File: config.mk
export PLATFORM = sky130hd
export DESIGN_NAME = arena_first_fit_allocator_unit_flat
export DESIGN_NICKNAME = d
export VERILOG_FILES = /design/src/rtl/aff_pkg.sv /design/src/rtl/aff_in_if.sv /design/src/rtl/aff_out_if.sv /design/src/rtl/arena_first_fit_allocator_unit.sv /design/src/rtl/aff_cell.sv /design/src/flat_wrapper.sv
export VERILOG_INCLUDE_DIRS = /design/src /design/src/rtl
export SDC_FILE = /design/constraint.sdc
export NUM_CORES = 2
export LEC_CHECK = 0
export BUFFER_PORTS_ARGS = -buffer_cell sky130_fd_sc_hd__buf_2
export CAP_MARGIN = 5
export CORE_AREA = 2 2 347 418
export DETAILED_ROUTE_END_ITERATION = 16
export DIE_AREA = 0 0 349 420
export PLACE_DENSITY_LB_ADDON = 0.15
export SYNTH_ARGS = -nofsm -noshare
export SYNTH_HDL_FRONTEND = slang
export SYNTH_SLANG_ARGS = --single-unit
File: constraint.sdc
create_clock -name clk -period 8.5 [get_ports clk]
set_input_delay 2.125 -clock clk [delete_from_list [all_inputs] [get_ports clk]]
set_output_delay 2.125 -clock clk [all_outputs]
set_load 0.01 [all_outputs]
File: src/rtl/arena_first_fit_allocator_unit_macros.svh
// assertion macros used by the allocator top level
`ifndef ARENA_FIRST_FIT_ALLOCATOR_UNIT_MACROS_SVH
`define ARENA_FIRST_FIT_ALLOCATOR_UNIT_MACROS_SVH

// condition must hold in the same cycle
`define AFF_ASSERT_NOW(lbl, ante, cons, msg) \
    lbl: assert property (@(posedge clk) disable iff (!rst_n) (ante) |-> (cons)) \
        else $error(msg);

// condition must hold in the next cycle
`define AFF_ASSERT_NEXT(lbl, ante, cons, msg) \
    lbl: assert property (@(posedge clk) disable iff (!rst_n) (ante) |=> (cons)) \
        else $error(msg);

`endif

File: src/rtl/aff_pkg.sv
// shared constants, types and helpers of the arena allocator
package aff_pkg;

    localparam int ARENA_BYTES = 16384;
    localparam int HOLE_SLOTS  = 48;
    localparam int HDR_BYTES   = 4;
    localparam int SPLIT_SLACK = 16;

    localparam int IDX_W   = (HOLE_SLOTS > 1) ? $clog2(HOLE_SLOTS) : 1;
    localparam int CNT_W   = $clog2(HOLE_SLOTS + 1);
    localparam int FIELD_W = 15;
    localparam int HADDR_W = 14;
    localparam int OFF_W   = 16;
    localparam int SIZE_W  = 16;
    localparam int NEED_W  = 17;
    localparam int OP_W    = 2;

    // operation codes
    localparam logic [OP_W-1:0] OP_ALLOC  = 2'd0;
    localparam logic [OP_W-1:0] OP_FREE   = 2'd1;
    localparam logic [OP_W-1:0] OP_RESIZE = 2'd2;

    // one free-list entry
    typedef struct packed {
        logic [OFF_W-1:0]   off;
        logic [FIELD_W-1:0] size;
    } hole_t;

    // round a byte count up to a multiple of four
    function automatic logic [SIZE_W-1:0] round4(input logic [FIELD_W-1:0] s);
        logic [SIZE_W-1:0] t;
        t = {1'b0, s} + SIZE_W'(3);
        return {t[SIZE_W-1:2], 2'b00};
    endfunction

endpackage

File: src/rtl/aff_in_if.sv
// request channel of the arena allocator
interface aff_in_if;
    import aff_pkg::*;

    logic               valid;
    logic               ready;
    logic [OP_W-1:0]    op;
    logic [FIELD_W-1:0] request_size;
    logic               block_present;
    logic [FIELD_W-1:0] block_address;
    logic [FIELD_W-1:0] block_size;

    modport source (output valid, op, request_size, block_present, block_address,
                    block_size, input ready);
    modport sink (input valid, op, request_size, block_present, block_address,
                  block_size, output ready);
endinterface

File: src/rtl/aff_out_if.sv
// result channel of the arena allocator
interface aff_out_if;
    import aff_pkg::*;

    logic               valid;
    logic               ready;
    logic               ok;
    logic [FIELD_W-1:0] data_address;
    logic               header_write;
    logic [HADDR_W-1:0] header_address;
    logic [FIELD_W-1:0] header_value;
    logic               copy_request;
    logic [FIELD_W-1:0] copy_from;
    logic [FIELD_W-1:0] copy_to;
    logic [FIELD_W-1:0] copy_length;
    logic [FIELD_W-1:0] used_bytes;
    logic               out_of_room;

    modport source (output valid, ok, data_address, header_write, header_address,
                    header_value, copy_request, copy_from, copy_to, copy_length,
                    used_bytes, out_of_room, input ready);
    modport sink (input valid, ok, data_address, header_write, header_address,
                  header_value, copy_request, copy_from, copy_to, copy_length,
                  used_bytes, out_of_room, output ready);
endinterface

File: src/rtl/arena_first_fit_allocator_unit.sv
// top level of the arena allocator with first-fit free list
//
// Requests arrive on in_chan (valid/ready): allocate, free or resize.
// Each request gives exactly one result transfer on out_chan.
// The free list is a ring of hole cells that rotates one cell per cycle past
// a single fit checker at the head, so a search always takes one full turn.
// Steps: a free, in-place resize, zero size or undefined op goes from decide
//   to done; an allocate or moving resize first runs a full ring turn and a
//   post step, and a move adds a free step before done.
// One request is worked on at a time.
// The result sits in an output register, so a new request is taken while
// the previous result waits; a stalled receiver holds the block only when a
// second result is ready before the first has been taken.
// cfg_write with cfg_data sets arena_capacity (saturated) and empties the
// allocator: high-water mark, newest block and free-list count.
// Reset (rst_n low, asynchronous) does the same with capacity zero.
// Free-list cells hold no reset; only entries below the count are read.
module arena_first_fit_allocator_unit (
    input  logic                   clk,
    input  logic                   rst_n,
    input  logic                   cfg_write,
    input  logic [aff_pkg::FIELD_W-1:0] cfg_data,
    aff_in_if.sink                 in_chan,
    aff_out_if.source              out_chan
);
    import aff_pkg::*;
    `include "arena_first_fit_allocator_unit_macros.svh"

    typedef enum logic [2:0] {
        S_IDLE,
        S_DECIDE,
        S_SCAN,
        S_POST,
        S_FREE,
        S_DONE
    } state_t;

    state_t state_reg;

    // allocator state
    logic [FIELD_W-1:0] cap_reg;
    logic [FIELD_W-1:0] hw_reg;
    logic [FIELD_W-1:0] newest_reg;
    logic               newest_valid_reg;
    logic [CNT_W-1:0]   count_reg;

    // latched request
    logic [OP_W-1:0]    op_reg;
    logic [SIZE_W-1:0]  size_reg;
    logic               present_reg;
    logic [FIELD_W-1:0] baddr_reg;
    logic [FIELD_W-1:0] bsize_reg;
    logic               move_reg;

    // search bookkeeping
    logic [IDX_W-1:0]   k_reg;
    logic               found_reg;
    logic               split_reg;
    logic [IDX_W-1:0]   m_reg;
    logic [OFF_W-1:0]   at_reg;
    hole_t              last_reg;

    // result being built
    logic               res_ok_reg;
    logic [FIELD_W-1:0] res_addr_reg;
    logic               res_hw_reg;
    logic [HADDR_W-1:0] res_haddr_reg;
    logic [FIELD_W-1:0] res_hval_reg;
    logic               res_cp_reg;
    logic [FIELD_W-1:0] res_cfrom_reg;
    logic [FIELD_W-1:0] res_clen_reg;
    logic               res_oor_reg;

    // output register
    logic               out_valid_reg;
    logic               o_ok_reg;
    logic [FIELD_W-1:0] o_addr_reg;
    logic               o_hw_reg;
    logic [HADDR_W-1:0] o_haddr_reg;
    logic [FIELD_W-1:0] o_hval_reg;
    logic               o_cp_reg;
    logic [FIELD_W-1:0] o_cfrom_reg;
    logic [FIELD_W-1:0] o_cto_reg;
    logic [FIELD_W-1:0] o_clen_reg;
    logic [FIELD_W-1:0] o_used_reg;
    logic               o_oor_reg;
    logic               out_load;

    // ring wiring
    hole_t              cells_q [HOLE_SLOTS];
    hole_t              tail_in;
    hole_t              head;
    logic               load_go;
    logic [IDX_W-1:0]   load_idx;
    hole_t              load_data;

    logic [NEED_W-1:0]  need;
    logic               fit;
    logic               split_ok;
    logic               take;
    logic [FIELD_W-1:0] room;
    logic               bump_fail;
    logic [FIELD_W-1:0] blk_off;
    logic               blk_valid;
    logic               blk_newest;
    logic               fr_append;
    logic [SIZE_W-1:0]  bsz4;
    hole_t              fr_entry;
    logic               ip_ok;
    logic [FIELD_W-1:0] cap_sat;

    // request footprint with header
    assign need      = NEED_W'(size_reg) + NEED_W'(HDR_BYTES);
    assign head      = cells_q[0];
    assign fit       = NEED_W'(head.size) >= need;
    assign split_ok  = NEED_W'(head.size) >= need + NEED_W'(HDR_BYTES + SPLIT_SLACK);
    assign take      = (state_reg == S_SCAN) && !found_reg &&
                       (CNT_W'(k_reg) < count_reg) && fit;

    // head entry goes to the tail, trimmed when it is split
    always_comb
    begin
        tail_in = head;
        if (take && split_ok)
        begin
            tail_in.off  = head.off + OFF_W'(HDR_BYTES) + size_reg;
            tail_in.size = head.size - FIELD_W'(need);
        end
    end

    // bump room above the high-water mark
    assign room      = (cap_reg > hw_reg) ? cap_reg - hw_reg : '0;
    assign bump_fail = need > NEED_W'(room);

    // block header offset and free decision
    assign blk_off    = baddr_reg - FIELD_W'(HDR_BYTES);
    assign blk_valid  = (baddr_reg >= FIELD_W'(HDR_BYTES)) &&
                        (blk_off < FIELD_W'(ARENA_BYTES));
    assign blk_newest = blk_valid && newest_valid_reg && (blk_off == newest_reg);
    assign fr_append  = blk_valid && !blk_newest && (count_reg < CNT_W'(HOLE_SLOTS));
    assign bsz4       = SIZE_W'(bsize_reg) + SIZE_W'(HDR_BYTES);
    assign fr_entry.off  = OFF_W'(blk_off);
    assign fr_entry.size = bsz4[SIZE_W-1] ? {FIELD_W{1'b1}} : bsz4[FIELD_W-1:0];

    // in-place resize of the newest block
    assign ip_ok = blk_newest && (cap_reg >= blk_off) &&
                   (need <= NEED_W'(cap_reg - blk_off));

    assign cap_sat = (cfg_data > FIELD_W'(ARENA_BYTES)) ? FIELD_W'(ARENA_BYTES) : cfg_data;

    // output register takes a new result
    assign out_load = (state_reg == S_DONE) && (!out_valid_reg || out_chan.ready);

    // direct cell writes: swap-remove fix or free-list append
    always_comb
    begin
        load_go   = 1'b0;
        load_idx  = count_reg[IDX_W-1:0];
        load_data = fr_entry;
        if ((state_reg == S_POST) && found_reg && !split_reg)
        begin
            load_go   = 1'b1;
            load_idx  = m_reg;
            load_data = last_reg;
        end
        else if (((state_reg == S_DECIDE) && (op_reg == OP_FREE)) ||
                 (state_reg == S_FREE))
        begin
            load_go = fr_append;
        end
    end

    // hole ring
    genvar gi;
    generate
        for (gi = 0; gi < HOLE_SLOTS; gi++)
        begin : g_cell
            hole_t nb;
            if (gi == HOLE_SLOTS - 1)
            begin : g_tail
                assign nb = tail_in;
            end
            else
            begin : g_mid
                assign nb = cells_q[gi + 1];
            end
            aff_cell u_cell (
                .clk       (clk),
                .shift_en  (state_reg == S_SCAN),
                .shift_in  (nb),
                .load_en   (load_go && (load_idx == IDX_W'(gi))),
                .load_data (load_data),
                .q         (cells_q[gi])
            );
        end
    endgenerate

    // sequencer, allocator state and result registers
    always_ff @(posedge clk or negedge rst_n)
    begin
        if (!rst_n)
        begin
            state_reg        <= S_IDLE;
            cap_reg          <= '0;
            hw_reg           <= '0;
            newest_reg       <= '0;
            newest_valid_reg <= 1'b0;
            count_reg        <= '0;
            out_valid_reg    <= 1'b0;
            found_reg        <= 1'b0;
            split_reg        <= 1'b0;
            k_reg            <= '0;
        end
        else
        begin
            if (out_chan.valid && out_chan.ready && !out_load)
            begin
                out_valid_reg <= 1'b0;
            end
            if (cfg_write)
            begin
                cap_reg          <= cap_sat;
                hw_reg           <= '0;
                newest_reg       <= '0;
                newest_valid_reg <= 1'b0;
                count_reg        <= '0;
            end
            case (state_reg)
                S_IDLE:
                begin
                    if (in_chan.valid)
                    begin
                        op_reg        <= in_chan.op;
                        size_reg      <= round4(in_chan.request_size);
                        present_reg   <= in_chan.block_present;
                        baddr_reg     <= in_chan.block_address;
                        bsize_reg     <= in_chan.block_size;
                        res_ok_reg    <= 1'b0;
                        res_addr_reg  <= '0;
                        res_hw_reg    <= 1'b0;
                        res_haddr_reg <= '0;
                        res_hval_reg  <= '0;
                        res_cp_reg    <= 1'b0;
                        res_cfrom_reg <= '0;
                        res_clen_reg  <= '0;
                        res_oor_reg   <= 1'b0;
                        state_reg     <= S_DECIDE;
                    end
                end
                S_DECIDE:
                begin
                    move_reg  <= 1'b0;
                    k_reg     <= '0;
                    found_reg <= 1'b0;
                    split_reg <= 1'b0;
                    state_reg <= S_DONE;
                    case (op_reg)
                        OP_FREE:
                        begin
                            res_ok_reg <= 1'b1;
                            if (blk_newest)
                            begin
                                hw_reg <= blk_off;
                            end
                            else if (fr_append)
                            begin
                                count_reg <= count_reg + CNT_W'(1);
                            end
                        end
                        OP_ALLOC, OP_RESIZE:
                        begin
                            if ((op_reg == OP_RESIZE) && present_reg && ip_ok)
                            begin
                                res_ok_reg    <= 1'b1;
                                res_hw_reg    <= 1'b1;
                                res_haddr_reg <= blk_off[HADDR_W-1:0];
                                res_hval_reg  <= size_reg[FIELD_W-1:0];
                                res_addr_reg  <= baddr_reg;
                                hw_reg        <= FIELD_W'(NEED_W'(blk_off) + need);
                            end
                            else if (size_reg != '0)
                            begin
                                move_reg  <= (op_reg == OP_RESIZE) && present_reg;
                                state_reg <= S_SCAN;
                            end
                        end
                        default:
                        begin
                            res_ok_reg <= 1'b0;
                        end
                    endcase
                end
                S_SCAN:
                begin
                    // first fit, and the last live entry for a swap-remove
                    if (take)
                    begin
                        found_reg <= 1'b1;
                        split_reg <= split_ok;
                        m_reg     <= k_reg;
                        at_reg    <= head.off;
                    end
                    if (CNT_W'(k_reg) + CNT_W'(1) == count_reg)
                    begin
                        last_reg <= head;
                    end
                    k_reg <= k_reg + IDX_W'(1);
                    if (k_reg == IDX_W'(HOLE_SLOTS - 1))
                    begin
                        state_reg <= S_POST;
                    end
                end
                S_POST:
                begin
                    state_reg <= S_DONE;
                    if (found_reg)
                    begin
                        if (!split_reg)
                        begin
                            count_reg <= count_reg - CNT_W'(1);
                        end
                        res_ok_reg    <= 1'b1;
                        res_hw_reg    <= 1'b1;
                        res_haddr_reg <= at_reg[HADDR_W-1:0];
                        res_hval_reg  <= size_reg[FIELD_W-1:0];
                        res_addr_reg  <= FIELD_W'(at_reg + OFF_W'(HDR_BYTES));
                        if (move_reg)
                        begin
                            state_reg <= S_FREE;
                        end
                    end
                    else if (bump_fail)
                    begin
                        res_oor_reg <= 1'b1;
                    end
                    else
                    begin
                        res_ok_reg       <= 1'b1;
                        res_hw_reg       <= 1'b1;
                        res_haddr_reg    <= hw_reg[HADDR_W-1:0];
                        res_hval_reg     <= size_reg[FIELD_W-1:0];
                        res_addr_reg     <= hw_reg + FIELD_W'(HDR_BYTES);
                        newest_reg       <= hw_reg;
                        newest_valid_reg <= 1'b1;
                        hw_reg           <= FIELD_W'(NEED_W'(hw_reg) + need);
                        if (move_reg)
                        begin
                            state_reg <= S_FREE;
                        end
                    end
                end
                S_FREE:
                begin
                    // old block released after the move
                    res_cp_reg    <= 1'b1;
                    res_cfrom_reg <= baddr_reg;
                    res_clen_reg  <= (SIZE_W'(bsize_reg) < size_reg) ?
                                     bsize_reg : size_reg[FIELD_W-1:0];
                    if (blk_newest)
                    begin
                        hw_reg <= blk_off;
                    end
                    else if (fr_append)
                    begin
                        count_reg <= count_reg + CNT_W'(1);
                    end
                    state_reg <= S_DONE;
                end
                S_DONE:
                begin
                    if (out_load)
                    begin
                        out_valid_reg <= 1'b1;
                        o_ok_reg      <= res_ok_reg;
                        o_addr_reg    <= res_addr_reg;
                        o_hw_reg      <= res_hw_reg;
                        o_haddr_reg   <= res_haddr_reg;
                        o_hval_reg    <= res_hval_reg;
                        o_cp_reg      <= res_cp_reg;
                        o_cfrom_reg   <= res_cfrom_reg;
                        o_cto_reg     <= res_cp_reg ? res_addr_reg : '0;
                        o_clen_reg    <= res_clen_reg;
                        o_used_reg    <= hw_reg;
                        o_oor_reg     <= res_oor_reg;
                        state_reg     <= S_IDLE;
                    end
                end
                default:
                begin
                    state_reg <= S_IDLE;
                end
            endcase
        end
    end

    // channel drive
    assign in_chan.ready           = (state_reg == S_IDLE);
    assign out_chan.valid          = out_valid_reg;
    assign out_chan.ok             = o_ok_reg;
    assign out_chan.data_address   = o_addr_reg;
    assign out_chan.header_write   = o_hw_reg;
    assign out_chan.header_address = o_haddr_reg;
    assign out_chan.header_value   = o_hval_reg;
    assign out_chan.copy_request   = o_cp_reg;
    assign out_chan.copy_from      = o_cfrom_reg;
    assign out_chan.copy_to        = o_cto_reg;
    assign out_chan.copy_length    = o_clen_reg;
    assign out_chan.used_bytes     = o_used_reg;
    assign out_chan.out_of_room    = o_oor_reg;

    // checks
    `AFF_ASSERT_NOW(a_count_bound, 1'b1, count_reg <= CNT_W'(HOLE_SLOTS),
        "free-list count past its slots")
    `AFF_ASSERT_NOW(a_hw_in_cap, 1'b1, hw_reg <= cap_reg,
        "high-water mark above capacity")
    `AFF_ASSERT_NEXT(a_scan_turn, (state_reg == S_SCAN) && (k_reg == IDX_W'(HOLE_SLOTS - 1)),
        state_reg == S_POST, "ring turn did not end in post step")
    `AFF_ASSERT_NEXT(a_fit_no_oor, (state_reg == S_POST) && found_reg,
        !res_oor_reg, "out of room flagged after a free-list fit")
endmodule

File: src/rtl/aff_cell.sv
// one free-list cell of the rotating hole chain
module aff_cell (
    input  logic          clk,
    input  logic          shift_en,
    input  aff_pkg::hole_t shift_in,
    input  logic          load_en,
    input  aff_pkg::hole_t load_data,
    output aff_pkg::hole_t q
);
    import aff_pkg::*;

    hole_t entry_reg;

    // direct load wins over the rotation step
    always_ff @(posedge clk)
    begin
        if (load_en)
        begin
            entry_reg <= load_data;
        end
        else if (shift_en)
        begin
            entry_reg <= shift_in;
        end
    end

    assign q = entry_reg;
endmodule
File: src/flat_wrapper.sv
// flat-port wrapper written by rule: the top's interface ports become plain ports
module arena_first_fit_allocator_unit_flat import aff_pkg::*;
  (clk, rst_n, cfg_write, cfg_data, in_chan_valid, in_chan_op, in_chan_request_size, in_chan_block_present, in_chan_block_address, in_chan_block_size, in_chan_ready, out_chan_valid, out_chan_ok, out_chan_data_address, out_chan_header_write, out_chan_header_address, out_chan_header_value, out_chan_copy_request, out_chan_copy_from, out_chan_copy_to, out_chan_copy_length, out_chan_used_bytes, out_chan_out_of_room, out_chan_ready);
  aff_in_if in_chan_i ();
  aff_out_if out_chan_i ();
  input  logic clk;
  input  logic rst_n;
  input  logic cfg_write;
  input  logic [aff_pkg::FIELD_W-1:0] cfg_data;
  input wire logic [$bits(in_chan_i.valid)-1:0] in_chan_valid;
  input wire logic [$bits(in_chan_i.op)-1:0] in_chan_op;
  input wire logic [$bits(in_chan_i.request_size)-1:0] in_chan_request_size;
  input wire logic [$bits(in_chan_i.block_present)-1:0] in_chan_block_present;
  input wire logic [$bits(in_chan_i.block_address)-1:0] in_chan_block_address;
  input wire logic [$bits(in_chan_i.block_size)-1:0] in_chan_block_size;
  output wire logic [$bits(in_chan_i.ready)-1:0] in_chan_ready;
  output wire logic [$bits(out_chan_i.valid)-1:0] out_chan_valid;
  output wire logic [$bits(out_chan_i.ok)-1:0] out_chan_ok;
  output wire logic [$bits(out_chan_i.data_address)-1:0] out_chan_data_address;
  output wire logic [$bits(out_chan_i.header_write)-1:0] out_chan_header_write;
  output wire logic [$bits(out_chan_i.header_address)-1:0] out_chan_header_address;
  output wire logic [$bits(out_chan_i.header_value)-1:0] out_chan_header_value;
  output wire logic [$bits(out_chan_i.copy_request)-1:0] out_chan_copy_request;
  output wire logic [$bits(out_chan_i.copy_from)-1:0] out_chan_copy_from;
  output wire logic [$bits(out_chan_i.copy_to)-1:0] out_chan_copy_to;
  output wire logic [$bits(out_chan_i.copy_length)-1:0] out_chan_copy_length;
  output wire logic [$bits(out_chan_i.used_bytes)-1:0] out_chan_used_bytes;
  output wire logic [$bits(out_chan_i.out_of_room)-1:0] out_chan_out_of_room;
  input wire logic [$bits(out_chan_i.ready)-1:0] out_chan_ready;
  assign in_chan_i.valid = in_chan_valid;
  assign in_chan_i.op = in_chan_op;
  assign in_chan_i.request_size = in_chan_request_size;
  assign in_chan_i.block_present = in_chan_block_present;
  assign in_chan_i.block_address = in_chan_block_address;
  assign in_chan_i.block_size = in_chan_block_size;
  assign in_chan_ready = in_chan_i.ready;
  assign out_chan_valid = out_chan_i.valid;
  assign out_chan_ok = out_chan_i.ok;
  assign out_chan_data_address = out_chan_i.data_address;
  assign out_chan_header_write = out_chan_i.header_write;
  assign out_chan_header_address = out_chan_i.header_address;
  assign out_chan_header_value = out_chan_i.header_value;
  assign out_chan_copy_request = out_chan_i.copy_request;
  assign out_chan_copy_from = out_chan_i.copy_from;
  assign out_chan_copy_to = out_chan_i.copy_to;
  assign out_chan_copy_length = out_chan_i.copy_length;
  assign out_chan_used_bytes = out_chan_i.used_bytes;
  assign out_chan_out_of_room = out_chan_i.out_of_room;
  assign out_chan_i.ready = out_chan_ready;
  arena_first_fit_allocator_unit u_core (.clk(clk), .rst_n(rst_n), .cfg_write(cfg_write), .cfg_data(cfg_data), .in_chan(in_chan_i), .out_chan(out_chan_i));
endmodule
# Word-level counts from Yosys, hierarchy flattened
# Index checks and enable logic that the tools add are counted.
op_classes:
  bitwise_logic: 2
  muxes: 176
  magnitude_cmp: 12
  add_sub_neg: 17
  reduce_logical: 143
  eq_ne: 67
ops:
  columns: ["operator", "count"]
  rows:
  - ["$mux W31", 98]
  - ["$mux W15", 22]
  - ["$pmux W15 S3", 3]
  - ["$eq A6 B6 Y1 const B", 17]
  - ["$reduce_bool A2 Y1", 51]
  - ["$eq A6 B5 Y1 const B", 16]
  - ["$pmux W15 S2", 3]
  - ["$mux W14", 5]
  - ["$logic_and A1 B1 Y1", 67]
  - ["$eq A6 B4 Y1 const B", 8]
  - ["$mux W6", 7]
  - ["$pmux W14 S3", 1]
  - ["$ge A15 B17 Y1", 2]
  - ["$add A15 B15 Y15", 2]
  - ["$add A15 B3 Y15 const B", 2]
  - ["$sub A15 B15 Y15", 2]
  - ["$eq A6 B3 Y1 const B", 4]
  - ["$mux W3", 7]
  - ["$mux W1", 20]
  - ["$pmux W3 S6", 1]
  - ["$pmux W6 S3", 1]
  - ["$reduce_and A3 Y1", 6]
  - ["$add A16 B3 Y17 const B", 1]
  - ["$add A17 B5 Y17 const B", 1]
  - ["47 further kinds", 70]
totals:
  input_bits: 68
  ff_bits: 1838

# Logic depth before layout (Yosys ltp)
logic_depth:
  ltp_word: 12
  depth_mapped: 30

# By module
# From an unflattened synthesis, not the netlist that was laid out.
hier_totals:
  hier_cells: 5205
  hier_area_um2: 91197.5
by_module_without_submodules:
  columns: ["module", "cells_per_inst", "seq_area_each_um2", "n_inst", "area_each_um2"]
  rows:
  - ["aff_cell", 67, 930.9, 48, 1466.4]
  - ["arena_first_fit_allocator_unit", 1989, 9949.5, 1, 20810.0]

# Least setup slack after synthesis
# Ideal clock, no wire load.
synth_timing:
  path_kind: "reg-to-reg"
  start: "reg u_core.baddr_reg[2]"
  end: "reg u_core.res_addr_reg[10] (enable)"
  slack_ns: 0.099
  setup_time_ns: 0.453
  t_required_ns: 8.047
  t_arrival_ns: 7.947
  period_less_slack_ns: 8.401
  stages_incl_launch_ff: 26
  cell_sequence: "edfxtp_1 clkbuf_1 or2_2 clkbuf_1 nor4_1 xnor2_1 inv_1 ha_1 a21o_1 a21oi_1 nand2_1 o21ai_0 maj3_1 o21bai_1 maj3_1 maj3_1 a221o_1 ha_1 nand4_1 or2_2 o41ai_1 nand3b_1 or2_1 clkbuf_1 clkbuf_1 a21oi_1"
synth_via:
  elab_chain_len: 10
synth_lines:
  columns: ["item", "line", "text"]
  rows:
  - ["from (decl)", "arena_first_fit_allocator_unit.sv:51", "logic [FIELD_W-1:0] baddr_reg;"]
  - ["from (signal assigned)", "arena_first_fit_allocator_unit.sv:236", "baddr_reg <= in_chan.block_address;"]
  - ["parallel branches: the longest is 6 deep, another holds $le A17 B17 Y1", null, null]
  - ["$logic_and A1 B1 Y1 (*)", "arena_first_fit_allocator_unit.sv:146", "assign ip_ok = blk_newest && (cap_reg >= blk_off) &&"]
  - ["$logic_and A1 B1 Y1 (*)", "arena_first_fit_allocator_unit.sv:272", "if ((op_reg == OP_RESIZE) && present_reg && ip_ok)"]
  - ["$ne A2 B2 Y1 (no line) (*)", null, null]
  - ["$reduce_and A6 Y1 (no line) (*)", null, null]
  - ["to (signal assigned)", "arena_first_fit_allocator_unit.sv:278", "res_addr_reg <= baddr_reg;"]
  - ["to (signal assigned)", "arena_first_fit_allocator_unit.sv:326", "res_addr_reg <= FIELD_W'(at_reg + OFF_W'(HDR_BYTES));"]
  - ["to (signal assigned)", "arena_first_fit_allocator_unit.sv:342", "res_addr_reg <= hw_reg + FIELD_W'(HDR_BYTES);"]
  - ["to (decl)", "arena_first_fit_allocator_unit.sv:65", "logic [FIELD_W-1:0] res_addr_reg;"]
# Mark *: on every way between the ends.
# A chain may end at the register's enable or synchronous reset.

# Worst setup path in the final report
layout_timing:
  start: "reg u_core.baddr_reg[2]"
  end: "reg u_core.hw_reg[0]"
layout_via:
  elab_chain_len: 11
layout_lines:
  columns: ["item", "line", "text"]
  rows:
  - ["parallel branches: the longest is 10 deep, another holds $le A17 B17 Y1", null, null]
  - ["$pmux W15 S3 (*)", "arena_first_fit_allocator_unit.sv:228", "case (state_reg)"]
  - ["to (signal assigned)", "arena_first_fit_allocator_unit.sv:263", "hw_reg <= blk_off;"]
  - ["to (signal assigned)", "arena_first_fit_allocator_unit.sv:279", "hw_reg <= FIELD_W'(NEED_W'(blk_off) + need);"]
  - ["to (signal assigned)", "arena_first_fit_allocator_unit.sv:345", "hw_reg <= FIELD_W'(NEED_W'(hw_reg) + need);"]
  - ["to (decl)", "arena_first_fit_allocator_unit.sv:42", "logic [FIELD_W-1:0] hw_reg;"]
# Marks and branches as above.

==> flow_summary.yaml <==
status:
  run_status: "finished clean"
detailed_routing:
  routedWlPerCell_um: 28.1
  ant_nets: 0
  first_iter_violations: 6371
  wl_mm: 233
  via_count: 51700
  viasPerCell: 6.24
  dr.pass1.iters: 6
  drcViolationCount: 0
cts:
  numCtsBuffers: 173
  post_cts_resized: 0
  hold_buffers: 0
  clk_latency_ns: 0.84
  cts_setup_buffers: 0
  cts_tree: "built"
  h-tree-depth: 4
  cts.clk_slew.worst_paths_ns: 0.06
  ctsLongestPathBuffers: 3
  cts_num_sinks: 1781
  root_buffer: "clkbuf_16"
worst_setup_path:
  end_kind: "flop"
  crit_type: "reg -> reg"
  critPathLaunch: "u_core.baddr_reg[2]"
  r2r-start: "u_core.baddr_reg[2]"
  crit_arrival_ns: 8.47
  r2r_setup_slack_ns: 0.73
  reg2reg_depth: 24
  cp.required_ns: 9.20
  setup.worst_path.start_class: "flop"
  cp_max_fo: 10
global_routing:
  grt_pass1_wl_mm: 337
  grt_antenna_before_repair: 17
  use_met1_pct: 42.6
  grt-ovfl-total: 0
  grt_max_degree: 66
  grt_usage_pct: 31.8
  busiest_layer: "met2"
  grt_pass1_vias: 50200
  grt_use_met2_pct: 50.6
  met3_usage_pct: 5.62
final_layout:
  utilization_pct: 62.9
  fill_cells: 10700
  register_area_um2: 53200
  final_net_count: 6519
  layout-drive-gt1-share_pct: 20.2
  largest_reg_flops: 1440
  syn_to_final_growth_pct: 11.0
  multi_input_area_um2: 25600
hold_path:
  worst_hold_path_type: "reg -> reg"
  hp-start: "u_core.res_cfrom_reg[0]"
  hold_depth: 0
synthesis:
  ys.flop_type: "edfxtp_1"
  ys_seq_elements: 1781
  postSynthCellCount: 6174
  async_reset_ff_share_pct: 3.59
  yosysSeqAreaShare_pct: 65.9
  ys_warn_count: 0
  postSynthAreaPerCell_um2: 13.1
  synth_edf_count: 1717
  ys_types: 89
  synth_area_um2: 80700
pwr:
  power_leakage_nw: 32.3
  clkPwrFrac_pct: 30.7
  combPwrFrac_pct: 19.8
  swShare_pct: 29.9
  power_frac_seq_pct: 49.5
  p_int_mw: 17.5
  peakVddDrop_mv: 0.245
  power_density_nw_per_um2: 279
  p_switching_mw: 7.47
placed_design:
  hpwlAfterDp_mm: 150
  gp_congestion: 0.968
  io_buffers: 175
floorplan:
  die_h_um: 420
  rows: 152
  die_x_um: 349
  ioPinCount: 178
  core_area_um2: 142000
  die_area_um2: 147000
  initial_core_util_pct: 56.6
job:
  cap_violations: 0
timing:
  period_needed_ns: 7.77
  max_slew.worst_pin.slew_ns: 1.33
  slew_violations: 0
  grt_setup_unrepaired: "false"
  min_period_over_period_pct: 91.5
  clock_skew_ns: 0.0336
  tns_ns: 0
  report.final.setup_viol: 0
  hold_violations: 0
  clock.fmax_mhz: 129
  relSlewSlack_pct: 11.3
-- cell usage after synthesis, types with 38 or more instances --
master | n | area share [%]
o21a_1 | 38 | 0.35
nand2_1 | 846 | 3.9
mux2_1 | 65 | 0.91
mux2_2 | 567 | 7.9
mux2i_1 | 63 | 0.78
buf_2 | 51 | 0.32
dfrtp_1 | 64 | 2.0
nor3_1 | 48 | 0.30
a21oi_1 | 261 | 1.6
inv_1 | 118 | 0.55
clkbuf_1 | 342 | 1.6
edfxtp_1 | 1717 | 64
nor2_1 | 352 | 1.6
xnor2_1 | 113 | 1.2
nand3_1 | 40 | 0.25
nand2b_1 | 50 | 0.39
xor2_1 | 43 | 0.47
ha_1 | 152 | 2.4
o21ai_0 | 790 | 4.9
-- cell families after synthesis --
kind of cell	Yosys count	synth area share, %
buffers and inverters	549	2.83
flip-flops	1781	65.9
other	1	0.00465
adder cells (fa/ha/maj)	168	2.63
multiplexers	695	9.60
AO/OA/AOI/OAI	1283	8.80
XOR/XNOR	162	1.85
AND/OR/NAND/NOR	1535	8.40
-- layout by cell type (no fill, tap or decap), types with 19 or more instances in the layout --
cell,n
a211oi_1,19
a21o_1,28
a21oi_1,260
and2_1,25
and3_1,27
buf_2,174
buf_4,193
clkbuf_1,33
clkbuf_16,176
clkinv_1,46
clkinv_2,25
dfrtp_1,64
edfxtp_1,1717
ha_1,152
inv_1,118
mux2_1,65
mux2_2,567
mux2i_1,61
nand2_1,839
nand2b_1,46
nand3_1,39
nand4_1,23
nor2_1,349
nor2b_1,19
nor3_1,47
nor3_4,24
o21a_1,31
o21ai_0,766
o21ai_2,22
xnor2_1,110
xor2_1,43
-- critical path, stage by stage (launching register included) --
cell and delay, ns:
edfxtp_1 0.59, or2_2 0.42, nor4_1 0.37, xnor2_1 0.29, inv_1 0.18, ha_1 0.37, a21o_1 0.17, a21oi_1 0.25
nand2_1 0.08, o21ai_0 0.33, maj3_1 0.26, o21bai_1 0.11, maj3_1 0.38, maj3_1 0.40, a221o_1 0.38, ha_1 0.31
nand4_1 0.13, or2_2 0.32, o41ai_1 0.78, nand3b_1 0.16, buf_4 0.20, or2_1 0.25, a221oi_1 0.49, o21ai_0 0.20
a22o_1 0.22
-- path summary, 6_finish.rpt --
kind / end
min: u_core.out_chan.copy_from[0]
min reg2reg: u_core.out_chan.copy_from[0]
max in group asynchronous: u_core.hw_reg[3]
max: u_core.hw_reg[0]
max reg2reg: u_core.hw_reg[0]
min in group asynchronous: u_core.newest_reg[5]
-- power by group through the flow --
stage | Combinational [mW] | Sequential, mW | Clock [mW]
2_1_floorplan | 3.04 | 12.2 | 0
3_3_place_gp | 4.77 | 12.5 | 0
3_5_place_dp | 4.83 | 12.5 | 0
4_1_cts | 4.87 | 12.3 | 7.76
5_1_grt | 5.32 | 12.4 | 8.09
6_report | 4.93 | 12.4 | 7.66
-- area by class of cell --
cell class              instances  area share, %
multi-input cells            3845           28.6
flip-flops and latches       1781           59.3
clock buffers                 210           5.07
inverters                     121          0.507
repair buffers                371           2.70
clock inverters               109           1.15
well taps                    1848           2.58
diodes                          8         0.0223
-- per-layer routing --
layer	part of all wire (%)	vias to the layer above	wire length, µm
met4	5.2	2	12000
li1	-	22900	-
met3	7.8	539	18300
met5	0.0039	-	9
met2	47	2403	110000
met1	40	25900	92600
-- metrics by stage --
stage	setup WS, ns	hold slack (ns)	cell area (µm²)	power (mW)	std cells
3_5_place_dp	0.800	0.405	84000	17.3	7965
3_3_place_gp	0.952	0.402	83900	17.3	7963
2_1_floorplan	0.0995	0.400	80700	15.2	6175
4_1_cts	0.782	0.418	89500	25.0	8284
5_1_grt	0.347	0.423	89600	25.8	8287
6_report	0.726	0.414	89600	25.0	8293
Power figures use the tool's default switching activity.
